**config.mk**
```make
export PLATFORM = sky130hd
export DESIGN_NAME = pulse_channel_with_sweep_top_flat
export DESIGN_NICKNAME = d
export VERILOG_FILES = /design/src/design/pcs_pkg.sv /design/src/design/pcs_req_if.sv /design/src/design/pcs_rsp_if.sv /design/src/design/pulse_channel_with_sweep_top.sv /design/src/flat_wrapper.sv
export VERILOG_INCLUDE_DIRS = /design/src /design/src/design
export SDC_FILE = /design/constraint.sdc
export NUM_CORES = 1
export LEC_CHECK = 0
export BUFFER_PORTS_ARGS = -buffer_cell sky130_fd_sc_hd__buf_2
export CORE_MARGIN = 2
export CORE_UTILIZATION = 50
export CTS_BUF_LIST = sky130_fd_sc_hd__clkbuf_4 sky130_fd_sc_hd__clkbuf_8 sky130_fd_sc_hd__clkbuf_16
export CTS_CLUSTER_DIAMETER = 120
export CTS_CLUSTER_SIZE = 12
export DETAILED_ROUTE_END_ITERATION = 10
export PLACE_DENSITY = 0.68
export SKIP_CTS_REPAIR_TIMING = 1
export SYNTH_ARGS = -nofsm -noshare
export SYNTH_HDL_FRONTEND = slang
export SYNTH_SLANG_ARGS = --single-unit
```
**constraint.sdc**
```tcl
create_clock -name clock -period 10.8 [get_ports clock]
set_input_delay 2.7 -clock clock [delete_from_list [all_inputs] [get_ports clock]]
set_output_delay 2.7 -clock clock [all_outputs]
set_load 0.005 [all_outputs]
```
**src/design/pulse_channel_with_sweep_top_defines.svh**
```systemverilog
// assertion macros for the pulse channel block
// needs signals named clock and reset in the module that uses them
`ifndef PULSE_CHANNEL_WITH_SWEEP_TOP_DEFINES_SVH
`define PULSE_CHANNEL_WITH_SWEEP_TOP_DEFINES_SVH

// same-cycle implication, checked outside reset
`define PCS_ASSERT_NOW(label, ante, cons) \
   label: assert property (@(posedge clock) disable iff (reset) (ante) |-> (cons)) \
      else $error("pcs assertion failed");

// next-cycle implication, checked outside reset
`define PCS_ASSERT_NEXT(label, ante, cons) \
   label: assert property (@(posedge clock) disable iff (reset) (ante) |=> (cons)) \
      else $error("pcs assertion failed");

`endif

```
**src/design/pcs_pkg.sv**
```systemverilog
// shared codes, constants, types and helper functions for the pulse channel
// no dependencies
package pcs_pkg;

   // command codes
   localparam logic [2:0] CMD_WRITE    = 3'd0;
   localparam logic [2:0] CMD_READ     = 3'd1;
   localparam logic [2:0] CMD_PERIOD   = 3'd2;
   localparam logic [2:0] CMD_LENGTH   = 3'd3;
   localparam logic [2:0] CMD_ENVELOPE = 3'd4;
   localparam logic [2:0] CMD_SWEEP    = 3'd5;

   // register numbers after folding
   localparam logic [2:0] REG_SWEEP     = 3'd0;
   localparam logic [2:0] REG_DUTY_LEN  = 3'd1;
   localparam logic [2:0] REG_ENVELOPE  = 3'd2;
   localparam logic [2:0] REG_FREQ_LOW  = 3'd3;
   localparam logic [2:0] REG_FREQ_HIGH = 3'd4;

   localparam logic [7:0]  FREQ_HIGH_READ_MASK = 8'hC7;
   localparam logic [11:0] FREQ_SPAN           = 12'd2048;
   localparam logic [6:0]  LENGTH_FULL         = 7'd64;

   // duty patterns, bit n is step n of the 8-step sequence
   localparam logic [7:0] DUTY_WAVE [4] = '{8'b1000_0000, 8'b1000_0001,
                                           8'b1110_0001, 8'b0111_1110};

   typedef struct packed {
      logic [7:0] read_data;
      logic [3:0] level;
      logic       running;
   } rsp_type;

   // register index folded modulo five
   function automatic logic [2:0] reg_fold(input logic [3:0] idx);
      logic [2:0] r;
      case (idx)
         4'd0, 4'd5, 4'd10, 4'd15: r = REG_SWEEP;
         4'd1, 4'd6, 4'd11:        r = REG_DUTY_LEN;
         4'd2, 4'd7, 4'd12:        r = REG_ENVELOPE;
         4'd3, 4'd8, 4'd13:        r = REG_FREQ_LOW;
         default:                  r = REG_FREQ_HIGH;
      endcase
      return r;
   endfunction

   // period timer reload, (2048 - freq) * 4
   function automatic logic [13:0] timer_reload(input logic [10:0] freq);
      logic [11:0] span;
      span = FREQ_SPAN - {1'b0, freq};
      return {span, 2'b00};
   endfunction

   // next sweep frequency, bit 11 flags overflow past 2047
   function automatic logic [11:0] sweep_target(input logic [10:0] shadow,
                                                input logic [2:0]  shift,
                                                input logic        sub);
      logic [11:0] delta;
      delta = {1'b0, shadow >> shift};
      return sub ? ({1'b0, shadow} - delta) : ({1'b0, shadow} + delta);
   endfunction

endpackage

```
**src/design/pcs_req_if.sv**
```systemverilog
// request channel for the pulse channel: valid, ready and the request fields
// no dependencies
interface pcs_req_if;
   logic       valid;
   logic       ready;
   logic [2:0] command;
   logic [3:0] reg_index;
   logic [7:0] write_data;

   modport source (output valid, output command, output reg_index, output write_data,
                   input ready);
   modport sink (input valid, input command, input reg_index, input write_data,
                 output ready);
endinterface

```
**src/design/pcs_rsp_if.sv**
```systemverilog
// result channel for the pulse channel: valid, ready and the result fields
// no dependencies
interface pcs_rsp_if;
   logic       valid;
   logic       ready;
   logic [7:0] read_data;
   logic [3:0] level;
   logic       running;

   modport source (output valid, output read_data, output level, output running,
                   input ready);
   modport sink (input valid, input read_data, input level, input running,
                 output ready);
endinterface

```
**src/design/pulse_channel_with_sweep_top.sv**
```systemverilog
// pulse channel with frequency sweep, top level
// uses pcs_pkg, pcs_req_if, pcs_rsp_if and pulse_channel_with_sweep_top_defines.svh
//
//  channel    | direction | fields
//  -----------+-----------+-------------------------------------
//  req_chan   | in        | command, reg_index, write_data
//  rsp_chan   | out       | read_data, level, running
//
// one request per cycle while ready is high: all channel state updates at the edge
// that takes the request, which also writes the result into a two-entry output queue
// req ready drops only while both queue entries hold results not yet taken
// synchronous active-high reset clears all channel state and empties the queue
`include "pulse_channel_with_sweep_top_defines.svh"

module pulse_channel_with_sweep_top (
   input logic       clock,
   input logic       reset,
   pcs_req_if.sink   req_chan,
   pcs_rsp_if.source rsp_chan
);

   // channel state
   logic [6:0]  sweep_reg_ff, sweep_reg_in;
   logic [7:0]  duty_length_reg_ff, duty_length_reg_in;
   logic [7:0]  envelope_reg_ff, envelope_reg_in;
   logic [7:0]  freq_low_reg_ff, freq_low_reg_in;
   logic [7:0]  freq_high_reg_ff, freq_high_reg_in;
   logic [10:0] freq_loaded_ff, freq_loaded_in;
   logic [13:0] period_timer_ff, period_timer_in;
   logic [2:0]  duty_position_ff, duty_position_in;
   logic [6:0]  length_left_ff, length_left_in;
   logic [3:0]  volume_now_ff, volume_now_in;
   logic [3:0]  envelope_timer_ff, envelope_timer_in;
   logic        envelope_active_ff, envelope_active_in;
   logic        dac_on_ff, dac_on_in;
   logic        channel_on_ff, channel_on_in;
   logic [3:0]  sweep_timer_ff, sweep_timer_in;
   logic        sweep_active_ff, sweep_active_in;
   logic [10:0] shadow_freq_ff, shadow_freq_in;
   logic [3:0]  level_out_ff, level_out_in;

   // output queue
   pcs_pkg::rsp_type queue_ff [2];
   logic [1:0]       count_ff, count_in;
   logic             wr_ptr_ff, wr_ptr_in;
   logic             rd_ptr_ff, rd_ptr_in;

   logic             req_accept;
   logic             rsp_take;
   logic [2:0]       reg_sel;
   logic [2:0]       sw_shift;
   logic [2:0]       sw_period;
   logic [2:0]       env_period;
   logic [10:0]      trig_freq;
   logic [11:0]      trig_check;
   logic [11:0]      sw_first;
   logic [11:0]      sw_second;
   logic [7:0]       rd_data;
   pcs_pkg::rsp_type rsp_next;

   // handshakes
   assign req_chan.ready = (count_ff != 2'd2);
   assign req_accept     = req_chan.valid && req_chan.ready;
   assign rsp_take       = rsp_chan.valid && rsp_chan.ready;

   // decoded fields and sweep arithmetic
   assign reg_sel    = pcs_pkg::reg_fold(req_chan.reg_index);
   assign sw_shift   = sweep_reg_ff[2:0];
   assign sw_period  = sweep_reg_ff[6:4];
   assign env_period = envelope_reg_ff[2:0];
   assign trig_freq  = {req_chan.write_data[2:0], freq_loaded_ff[7:0]};
   assign trig_check = pcs_pkg::sweep_target(trig_freq, sw_shift, sweep_reg_ff[3]);
   assign sw_first   = pcs_pkg::sweep_target(shadow_freq_ff, sw_shift, sweep_reg_ff[3]);
   assign sw_second  = pcs_pkg::sweep_target(sw_first[10:0], sw_shift, sweep_reg_ff[3]);

   // next channel state for the request on the port
   always_comb begin
      sweep_reg_in       = sweep_reg_ff;
      duty_length_reg_in = duty_length_reg_ff;
      envelope_reg_in    = envelope_reg_ff;
      freq_low_reg_in    = freq_low_reg_ff;
      freq_high_reg_in   = freq_high_reg_ff;
      freq_loaded_in     = freq_loaded_ff;
      period_timer_in    = period_timer_ff;
      duty_position_in   = duty_position_ff;
      length_left_in     = length_left_ff;
      volume_now_in      = volume_now_ff;
      envelope_timer_in  = envelope_timer_ff;
      envelope_active_in = envelope_active_ff;
      dac_on_in          = dac_on_ff;
      channel_on_in      = channel_on_ff;
      sweep_timer_in     = sweep_timer_ff;
      sweep_active_in    = sweep_active_ff;
      shadow_freq_in     = shadow_freq_ff;
      level_out_in       = level_out_ff;
      rd_data            = 8'd0;

      if (req_accept) begin
         case (req_chan.command)
            pcs_pkg::CMD_WRITE: begin
               case (reg_sel)
                  pcs_pkg::REG_SWEEP: begin
                     sweep_reg_in = req_chan.write_data[6:0];
                  end
                  pcs_pkg::REG_DUTY_LEN: begin
                     duty_length_reg_in = req_chan.write_data;
                     length_left_in = pcs_pkg::LENGTH_FULL
                                      - {1'b0, req_chan.write_data[5:0]};
                  end
                  pcs_pkg::REG_ENVELOPE: begin
                     dac_on_in          = |req_chan.write_data[7:3];
                     envelope_reg_in    = req_chan.write_data;
                     envelope_timer_in  = {1'b0, req_chan.write_data[2:0]};
                     volume_now_in      = req_chan.write_data[7:4];
                     envelope_active_in = (req_chan.write_data[7:4] != 4'h0)
                                          && (req_chan.write_data[7:4] != 4'hF);
                  end
                  pcs_pkg::REG_FREQ_LOW: begin
                     freq_low_reg_in = req_chan.write_data;
                     freq_loaded_in  = {freq_loaded_ff[10:8], req_chan.write_data};
                  end
                  default: begin
                     freq_high_reg_in = req_chan.write_data;
                     freq_loaded_in   = trig_freq;
                     // length enable
                     if (req_chan.write_data[6]) begin
                        if (length_left_ff == 7'd0) begin
                           length_left_in = pcs_pkg::LENGTH_FULL;
                        end
                        channel_on_in = 1'b1;
                     end
                     // trigger
                     if (req_chan.write_data[7]) begin
                        channel_on_in = 1'b1;
                        if (length_left_in == 7'd0) begin
                           length_left_in = pcs_pkg::LENGTH_FULL;
                        end
                        period_timer_in    = pcs_pkg::timer_reload(trig_freq);
                        envelope_active_in = 1'b1;
                        envelope_timer_in  = {1'b0, env_period};
                        volume_now_in      = envelope_reg_ff[7:4];
                        shadow_freq_in     = trig_freq;
                        sweep_timer_in     = (sw_period == 3'd0) ? 4'd8 : {1'b0, sw_period};
                        sweep_active_in    = 1'b1;
                        if ((sw_shift != 3'd0) && trig_check[11]) begin
                           channel_on_in = 1'b0;
                        end
                     end
                  end
               endcase
            end
            pcs_pkg::CMD_READ: begin
               case (reg_sel)
                  pcs_pkg::REG_SWEEP:    rd_data = {1'b0, sweep_reg_ff};
                  pcs_pkg::REG_DUTY_LEN: rd_data = duty_length_reg_ff;
                  pcs_pkg::REG_ENVELOPE: rd_data = envelope_reg_ff;
                  pcs_pkg::REG_FREQ_LOW: rd_data = freq_low_reg_ff;
                  default:               rd_data = freq_high_reg_ff
                                                   & pcs_pkg::FREQ_HIGH_READ_MASK;
               endcase
            end
            pcs_pkg::CMD_PERIOD: begin
               if (period_timer_ff <= 14'd1) begin
                  period_timer_in  = pcs_pkg::timer_reload(freq_loaded_ff);
                  duty_position_in = duty_position_ff + 3'd1;
               end else begin
                  period_timer_in = period_timer_ff - 14'd1;
               end
               // level latched from the new duty step
               if (channel_on_ff && dac_on_ff
                   && pcs_pkg::DUTY_WAVE[duty_length_reg_ff[7:6]][duty_position_in]) begin
                  level_out_in = volume_now_ff;
               end else begin
                  level_out_in = 4'd0;
               end
            end
            pcs_pkg::CMD_LENGTH: begin
               if ((length_left_ff != 7'd0) && freq_high_reg_ff[6]) begin
                  length_left_in = length_left_ff - 7'd1;
                  if (length_left_ff == 7'd1) begin
                     channel_on_in = 1'b0;
                  end
               end
            end
            pcs_pkg::CMD_ENVELOPE: begin
               if (envelope_timer_ff <= 4'd1) begin
                  envelope_timer_in = (env_period == 3'd0) ? 4'd8 : {1'b0, env_period};
                  if (envelope_active_ff && (env_period != 3'd0)) begin
                     if (envelope_reg_ff[3] && (volume_now_ff != 4'hF)) begin
                        volume_now_in = volume_now_ff + 4'd1;
                     end else if (!envelope_reg_ff[3] && (volume_now_ff != 4'h0)) begin
                        volume_now_in = volume_now_ff - 4'd1;
                     end
                  end
                  if ((volume_now_in == 4'h0) || (volume_now_in == 4'hF)) begin
                     envelope_active_in = 1'b0;
                  end
               end else begin
                  envelope_timer_in = envelope_timer_ff - 4'd1;
               end
            end
            pcs_pkg::CMD_SWEEP: begin
               if (sweep_timer_ff <= 4'd1) begin
                  sweep_timer_in = (sw_period == 3'd0) ? 4'd8 : {1'b0, sw_period};
                  if (sweep_active_ff && (sw_period != 3'd0)) begin
                     if (sw_first[11]) begin
                        channel_on_in = 1'b0;
                     end else if (sw_shift != 3'd0) begin
                        // take the new frequency, then check the one after it
                        shadow_freq_in = sw_first[10:0];
                        freq_loaded_in = sw_first[10:0];
                        if (sw_second[11]) begin
                           channel_on_in = 1'b0;
                        end
                     end
                  end
               end else begin
                  sweep_timer_in = sweep_timer_ff - 4'd1;
               end
            end
            default: begin
            end
         endcase
      end

      rsp_next.read_data = rd_data;
      rsp_next.level     = level_out_in;
      rsp_next.running   = channel_on_in && dac_on_in;
   end

   // channel state registers
   always_ff @(posedge clock) begin
      if (reset) begin
         sweep_reg_ff       <= '0;
         duty_length_reg_ff <= '0;
         envelope_reg_ff    <= '0;
         freq_low_reg_ff    <= '0;
         freq_high_reg_ff   <= '0;
         freq_loaded_ff     <= '0;
         period_timer_ff    <= '0;
         duty_position_ff   <= '0;
         length_left_ff     <= '0;
         volume_now_ff      <= '0;
         envelope_timer_ff  <= '0;
         envelope_active_ff <= 1'b0;
         dac_on_ff          <= 1'b0;
         channel_on_ff      <= 1'b0;
         sweep_timer_ff     <= '0;
         sweep_active_ff    <= 1'b0;
         shadow_freq_ff     <= '0;
         level_out_ff       <= '0;
      end else begin
         sweep_reg_ff       <= sweep_reg_in;
         duty_length_reg_ff <= duty_length_reg_in;
         envelope_reg_ff    <= envelope_reg_in;
         freq_low_reg_ff    <= freq_low_reg_in;
         freq_high_reg_ff   <= freq_high_reg_in;
         freq_loaded_ff     <= freq_loaded_in;
         period_timer_ff    <= period_timer_in;
         duty_position_ff   <= duty_position_in;
         length_left_ff     <= length_left_in;
         volume_now_ff      <= volume_now_in;
         envelope_timer_ff  <= envelope_timer_in;
         envelope_active_ff <= envelope_active_in;
         dac_on_ff          <= dac_on_in;
         channel_on_ff      <= channel_on_in;
         sweep_timer_ff     <= sweep_timer_in;
         sweep_active_ff    <= sweep_active_in;
         shadow_freq_ff     <= shadow_freq_in;
         level_out_ff       <= level_out_in;
      end
   end

   // queue pointers and fill count
   always_comb begin
      wr_ptr_in = req_accept ? ~wr_ptr_ff : wr_ptr_ff;
      rd_ptr_in = rsp_take ? ~rd_ptr_ff : rd_ptr_ff;
      count_in  = count_ff;
      if (req_accept && !rsp_take) begin
         count_in = count_ff + 2'd1;
      end else if (!req_accept && rsp_take) begin
         count_in = count_ff - 2'd1;
      end
   end

   always_ff @(posedge clock) begin
      if (reset) begin
         count_ff  <= 2'd0;
         wr_ptr_ff <= 1'b0;
         rd_ptr_ff <= 1'b0;
      end else begin
         count_ff  <= count_in;
         wr_ptr_ff <= wr_ptr_in;
         rd_ptr_ff <= rd_ptr_in;
      end
   end

   // queue storage, payload only
   always_ff @(posedge clock) begin
      if (req_accept) begin
         queue_ff[wr_ptr_ff] <= rsp_next;
      end
   end

   // result port
   assign rsp_chan.valid     = (count_ff != 2'd0);
   assign rsp_chan.read_data = queue_ff[rd_ptr_ff].read_data;
   assign rsp_chan.level     = queue_ff[rd_ptr_ff].level;
   assign rsp_chan.running   = queue_ff[rd_ptr_ff].running;

   // checks
   `PCS_ASSERT_NEXT(a_fill_up, req_accept && !rsp_take, count_ff == $past(count_ff) + 2'd1)
   `PCS_ASSERT_NOW(a_length_range, 1'b1, length_left_ff <= pcs_pkg::LENGTH_FULL)
   `PCS_ASSERT_NEXT(a_trigger_arms,
      req_accept && (req_chan.command == pcs_pkg::CMD_WRITE)
      && (reg_sel == pcs_pkg::REG_FREQ_HIGH) && req_chan.write_data[7],
      sweep_active_ff && envelope_active_ff && (length_left_ff != 7'd0))
   `PCS_ASSERT_NEXT(a_silent_dac,
      req_accept && (req_chan.command == pcs_pkg::CMD_PERIOD) && !dac_on_ff,
      level_out_ff == 4'd0)

endmodule

```
**src/flat_wrapper.sv**
```systemverilog
// flat-port wrapper written by rule: the top's interface ports become plain ports
module pulse_channel_with_sweep_top_flat 
  (clock, reset, req_chan_valid, req_chan_command, req_chan_reg_index, req_chan_write_data, req_chan_ready, rsp_chan_valid, rsp_chan_read_data, rsp_chan_level, rsp_chan_running, rsp_chan_ready);
  pcs_req_if req_chan_i ();
  pcs_rsp_if rsp_chan_i ();
  input logic clock;
  input logic reset;
  input wire logic [$bits(req_chan_i.valid)-1:0] req_chan_valid;
  input wire logic [$bits(req_chan_i.command)-1:0] req_chan_command;
  input wire logic [$bits(req_chan_i.reg_index)-1:0] req_chan_reg_index;
  input wire logic [$bits(req_chan_i.write_data)-1:0] req_chan_write_data;
  output wire logic [$bits(req_chan_i.ready)-1:0] req_chan_ready;
  output wire logic [$bits(rsp_chan_i.valid)-1:0] rsp_chan_valid;
  output wire logic [$bits(rsp_chan_i.read_data)-1:0] rsp_chan_read_data;
  output wire logic [$bits(rsp_chan_i.level)-1:0] rsp_chan_level;
  output wire logic [$bits(rsp_chan_i.running)-1:0] rsp_chan_running;
  input wire logic [$bits(rsp_chan_i.ready)-1:0] rsp_chan_ready;
  assign req_chan_i.valid = req_chan_valid;
  assign req_chan_i.command = req_chan_command;
  assign req_chan_i.reg_index = req_chan_reg_index;
  assign req_chan_i.write_data = req_chan_write_data;
  assign req_chan_ready = req_chan_i.ready;
  assign rsp_chan_valid = rsp_chan_i.valid;
  assign rsp_chan_read_data = rsp_chan_i.read_data;
  assign rsp_chan_level = rsp_chan_i.level;
  assign rsp_chan_running = rsp_chan_i.running;
  assign rsp_chan_i.ready = rsp_chan_ready;
  pulse_channel_with_sweep_top u_core (.clock(clock), .reset(reset), .req_chan(req_chan_i), .rsp_chan(rsp_chan_i));
endmodule
```
==> results of run 1 <==
-- logic make-up (layout without fill, tap and decap cells) --
logic type	after synthesis	in the layout	synth area share
AOI/OAI and AO/OA	347	347	0.222
xor gates and xnor gates	60	60	0.0500
buffers and inverters	126	124	0.0624
adders and majority gates	54	54	0.0649
and+or+nand+nor	505	505	0.219
DFF	133	133	0.278
muxes	83	83	0.104
-- tightest hold or removal path: stages, from the launching register on --
cell	delay, ps
dfxtp_1	310
nand2_1	50
a21oi_1	50
-- worst max path at each step --
stage	end	depth (start not counted)
after global routing	u_core.queue_ff[1][0]	31
after global placement	u_core.queue_ff[0][0]	30
after detailed placement	u_core.queue_ff[0][0]	30
final	u_core.queue_ff[0][0]	30
after CTS	u_core.queue_ff[0][0]	30
after floorplan	u_core.queue_ff[0][0]	34
-- registers in the layout, summed over array words and instances (netlist names), named ones only --
name / flops
u_core.volume_now_ff: 4
u_core.wr_ptr_ff: 1
u_core.period_timer_ff: 14
u_core.queue_ff: 26
u_core.sweep_timer_ff: 4
u_core.sweep_active_ff: 1
u_core.freq_low_reg_ff: 8
u_core.count_ff: 2
u_core.duty_position_ff: 3
u_core.envelope_timer_ff: 4
u_core.duty_length_reg_ff: 8
u_core.freq_high_reg_ff: 5
u_core.envelope_active_ff: 1
u_core.envelope_reg_ff: 8
u_core.level_out_ff: 4
u_core.length_left_ff: 7
u_core.channel_on_ff: 1
u_core.rd_ptr_ff: 1
u_core.dac_on_ff: 1
u_core.shadow_freq_ff: 11
u_core.freq_loaded_ff: 11
u_core.sweep_reg_ff: 7
-- cell usage in the layout (no fill, tap or decap), types with 19 or more instances in the layout --
master    synthesis  final
a211oi_1         27     27
a21oi_1         119    119
buf_2             5     32
dfxtp_1         107    105
edfxtp_1         26     26
ha_1             52     52
inv_1            46     46
mux2i_1          47     47
mux4_2           19     19
nand2_1         133    133
nand3_1          29     29
nor2_1          199    199
nor3_1           33     33
o21ai_0          59     59
xnor2_1          27     27
xor2_1           33     33
-- routing by layer --
metal | part of all wire | vias up | track usage
li1 | - | 4705 | -
met1 | 0.46 | 4644 | 0.376
met2 | 0.46 | 339 | 0.413
met3 | 0.065 | 39 | 0.0511
met4 | 0.017 | 0 | 0.0810
met5 | 0 | - | 0
-- report_power, final --
group	total, mW	leakage, nW	switching (mW)	internal, mW
Clock	0.567	0.287	0.220	0.347
Sequential	0.570	1.12	0.0299	0.540
Combinational	0.792	2.89	0.464	0.328
-- layout make-up --
cell class / instances / area [um2] / share of cell area
Clock inverter: 13 / 133 / 0.0118
Clock buffer: 19 / 447 / 0.0399
Sequential cell: 133 / 2930 / 0.261
Multi-Input combinational cell: 1049 / 6930 / 0.618
Inverter: 48 / 180 / 0.0161
Tap cell: 275 / 344 / 0.0307
Timing Repair Buffer: 44 / 250 / 0.0223
-- metrics by stage --
stage	hold slack, ps	power, mW
finish	452	1.93
global placement	439	1.35
CTS	454	1.93
floorplan	431	1.19
global route	463	2.05
detailed placement	446	1.36
==> impl_results.md, run 1 <==
* Status: finished clean
* Initial Utilization at 0.505
* DP HPWL at 20800 um
* CP delay by family, top: compound AO/OA/AOI/OAI gates
* NumNets Final at 1365
* Final hold vios at 0
* Cell taking the most area after synthesis: dfxtp_1
* Antenna violations before repair at 0
* Post-Syn Nets at 1380
* Fin. max-slew vios at 0
* Mean Syn Cell Area at 8.03 um2
* Max Cap Viol at 0
* Fin worst setup slack at 2730 ps
* Hold_sp: u_core.envelope_active_ff
* Number of flops mapped to enable cells by yosys at 26
* Routed WL at 29100 um
* R2r setup slk at 2730 ps
* Number of diodes at 0
* CP Class: reg2reg
* Hold Path Sink: u_core.envelope_active_ff
* GPL Wtd Cong at 0.920
* Number of warnings issued by yosys at 0
* CTS root buf: clkbuf_16
* Worst r2r src: u_core.sweep_reg_ff[2]
* H-tree Lvls at 4
* RSZ-0062 raised after global routing: no
* Vias in the first global route at 8988
* CP max stage delay at 770 ps
* Largest net degree at the start of global routing at 108
* Synth top area cells: dfxtp_1 20%, edfxtp_1 7.4%, nor2_1 7.1%, ha_1 6.2%, a21oi_1 5.7%
* Synthesis-stage register bit count at 133
* Core region area at 20800 um2
* CP arrival at 8220 ps
* Core Util, Final at 0.538
* Fin crit share at 0.748
* Horiz. Die Dim at 149 um
* Sequential share of the synthesized area at 0.278
* CTS tree: yes
* Worst hold path depth at 2
* Startpoint types: flop
* Grt ovf at 0
* Leakage power total at 4.30 nW
* Crit-path max FO at 38
* Min-delay worst type: reg2reg
* Placed cell areas at 10600 um2
* Post-DR wirelength/cell at 18.4 um
* Die Area at 22200 um2
* Post-Syn Instances at 1308
* Count of cell types in the netlist at 99
* # IOs at 34
* Via count at 9727
* All-Layer GR Usage at 0.266
* Worst-Margin Slew at 1190 ps
* Die Y at 149 um
* ANT nets after route at 0
* Setup TNS at 0 ps
* R2R cell count at 30
* Clk_skew at 8.79 ps
* Post-synth top area share at 0.204
* Total CTS buffers at 17
* Drt initial violations at 905
* Drc violations at 0
* Share of cells above drive strength 1 at 0.118
* Final setup vio count at 0
* Cell Area, Synth at 10500 um2
* Fin area at 11200 um2
* DP Cell Count at 1549
* Reg clk slew, reported paths at 60 ps
* Max VDD drop at 0.000105 V
* First-pass GRT wire length at 47200 um
* FILL cells at 1986
* Worst path buffer plus inverter count at 4
* Post-synth ARST share at 0
* Most frequent cell after synthesis: nor2_1
* Critical Path RT at 10950 ps
* Primary FF master, synth: dfxtp_1
* Skew-Pair Late Insertion Delay at 420 ps
* Slew HR at 0.204
* Final non-filler cell total at 1581
* Clock sink total at 133
* Syn-to-layout area delta at 6.67%
* Vias per Instance at 6.15
* Fmax at 0.124 GHz
* Pwr dens at 172 nW/um2
* CTS max path bufs at 2
* Pre-CTS setup slack at 2890 ps
* DR pass1 iterations at 5
* Standard-cell rows at 53
* Slowest cell on the critical path: clkinv_1
* Crit end category: flop
* Reg2Reg Capture Point: u_core.queue_ff[0][0]
* Most frequent CP cell: ha_1
* Critical Path Start: u_core.sweep_reg_ff[2]
* Synth cell count leaders: 199 x nor2_1, 133 x nand2_1, 119 x a21oi_1
* Clock period minus worst slack at 8070 ps
* Number of I/O port buffers at 33
No activity file was read; power rests on OpenSTA's default activity.
==> inputs of run 2 (changes only) <==
==> constraint.sdc (replaced) <==
create_clock -name clock -period 7.8 [get_ports clock]
set_input_delay 1.95 -clock clock [delete_from_list [all_inputs] [get_ports clock]]
set_output_delay 1.95 -clock clock [all_outputs]
set_load 0.005 [all_outputs]
==> impl_results.md, run 2 (synthesis results as in run 1) <==
* Status: finished clean
* Worst-Margin Slew at 1100 ps
* Clk_skew at 9.48 ps
* Post-DR wirelength/cell at 18.4 um
* Clock sink total at 133
* Fin crit share at 0.935
* Via count at 9843
* DP HPWL at 21100 um
* Vias in the first global route at 9094
* Max reg flops at 26
* CP Class: reg2reg
* Leakage power total at 4.35 nW
* CP arrival at 7450 ps
* Crit-path max FO at 14
* Most frequent cells in the layout: 199 x nor2_1, 133 x nand2_1, 119 x a21oi_1
* FILL cells at 1996
* NetSw at 0.992 mW
* Startpoint types: flop
* Die Area at 22200 um2
* All-Layer GR Usage at 0.268
* Max VDD drop at 0.000166 V
* Power share of the combinational group at 0.405
* Slowest cell on the critical path: mux4_2
* Skew-Pair Late Insertion Delay at 420 ps
* Largest net degree at the start of global routing at 87
* CP max stage delay at 570 ps
* Final hold vios at 0
* Die Y at 149 um
* Number of I/O port buffers at 33
* GR peak layer: met2
* Largest regs: u_core.queue_ff (26), u_core.period_timer_ff (14)
* H-tree Lvls at 4
* Sequential power share at 0.290
* R2R cell count at 29
* Placed cell areas at 10700 um2
* Met2 Resource Use GR at 0.421
* Fin. max-slew vios at 0
* Fin area at 11300 um2
* Hold_sp: u_core.envelope_active_ff
* Reg2Reg Capture Point: u_core.queue_ff[0][0]
* Area of the multi-input gates at 6940 um2
* Clk network pwr share at 0.305
* Routed WL at 29200 um
* RSZ-0062 raised after global routing: no
* Top reg by flops: u_core.queue_ff
* CTS max path bufs at 2
* Min-delay worst type: reg2reg
* Standard-cell rows at 53
* Slew HR at 0.260
* Clock period minus worst slack at 7290 ps
* Max Cap Viol at 0
* Reg clk slew, reported paths at 60 ps
* Number of diodes at 0
* Most common cell after layout, fill and taps aside: nor2_1
* Hold Path Sink: u_core.envelope_active_ff
* Fmax at 0.137 GHz
* R2r setup slk at 510 ps
* Met3 usage at 0.0489
* Grt ovf at 0
* Pre-CTS setup slack at 472 ps
* Critical Path RT at 7960 ps
* Setup TNS at 0 ps
* First-pass GRT wire length at 47500 um
* Worst hold path depth at 2
* Internal at 1.73 mW
* Met1 usage at 0.371
* Worst r2r src: u_core.sweep_reg_ff[0]
* CTS tree: yes
* Switching part of the total at 0.365
* Final setup vio count at 0
* Crit end category: flop
* Syn-to-layout area delta at 7.72%
* # IOs at 34
* Core Util, Final at 0.544
* Drc violations at 0
* Core region area at 20800 um2
* Share of cells above drive strength 1 at 0.126
* Horiz. Die Dim at 149 um
* DR pass1 iterations at 5
* Pwr dens at 241 nW/um2
* NumNets Final at 1372
* Fin worst setup slack at 508 ps
* ANT nets after route at 0
* FF/Latch Area at 2930 um2
* Initial Utilization at 0.505
* Total CTS buffers at 17
* Antenna violations before repair at 0
* Vias per Instance at 6.20
* GPL Wtd Cong at 0.910
* Drt initial violations at 793
* Most frequent CP cell: ha_1
* CTS root buf: clkbuf_16
## run 2: cell count changes in the layout (fill, tap and decap cells not counted), sizes merged
| cell | delta |
|---|---|
| clkinv | -3 |
| inv | -1 |
| clkbuf | +3 |
| buf | +7 |
| clkinvlp | +1 |
## run 2: worst max path at each step
stage	from	endpoint	slack (ps)	cells after the start
final	u_core.sweep_reg_ff[0]	u_core.queue_ff[0][0]	510	29
after floorplan	u_core.sweep_reg_ff[1]	u_core.queue_ff[0][0]	850	34
after CTS	u_core.sweep_reg_ff[0]	u_core.queue_ff[0][0]	420	30
after detailed placement	u_core.sweep_reg_ff[0]	u_core.queue_ff[1][0]	470	30
after global routing	u_core.sweep_reg_ff[0]	u_core.queue_ff[0][0]	9	29
after global placement	u_core.sweep_reg_ff[0]	u_core.queue_ff[0][0]	570	28
## run 2: critical path, delay by kind of cell (launching register included)
family | cells | cell delay, ps
simple gates | 9 | 1620
compound gates | 10 | 2190
flops | 1 | 470
fa+ha+maj | 5 | 1500
xor+xnor | 2 | 310
mux | 2 | 880
buf+inv | 1 | 70
## run 2: power groups by stage
stage	sequential, mW	combinational [mW]	clock (mW)
after floorplan	0.782	0.870	0
final	0.790	1.10	0.830
after global routing	0.796	1.23	0.866
after detailed placement	0.804	1.08	0
after global placement	0.803	1.06	0
after CTS	0.790	1.09	0.836
## run 2: final cells by class
cell class	count	area share
Sequential cell	133	0.259
Inverter	48	0.0163
Multi-Input combinational cell	1049	0.613
Clock buffer	22	0.0440
Clock inverter	10	0.0106
Tap cell	275	0.0304
Timing Repair Buffer	51	0.0268
## run 2: metal layers
metal	routed length, um	share of wire
met3	1930	0.066
met5	0	0
met4	828	0.028
met1	13200	0.45
met2	13300	0.45
## run 2: metrics by stage
| step | std cells | power, mW | hold slack [ps] |
|---|---|---|---|
| finish | 1588 | 2.72 | 452 |
| global route | 1588 | 2.89 | 481 |
| CTS | 1588 | 2.72 | 452 |
| detailed placement | 1556 | 1.89 | 446 |
| global placement | 1556 | 1.87 | 439 |
| floorplan | 1308 | 1.65 | 431 |
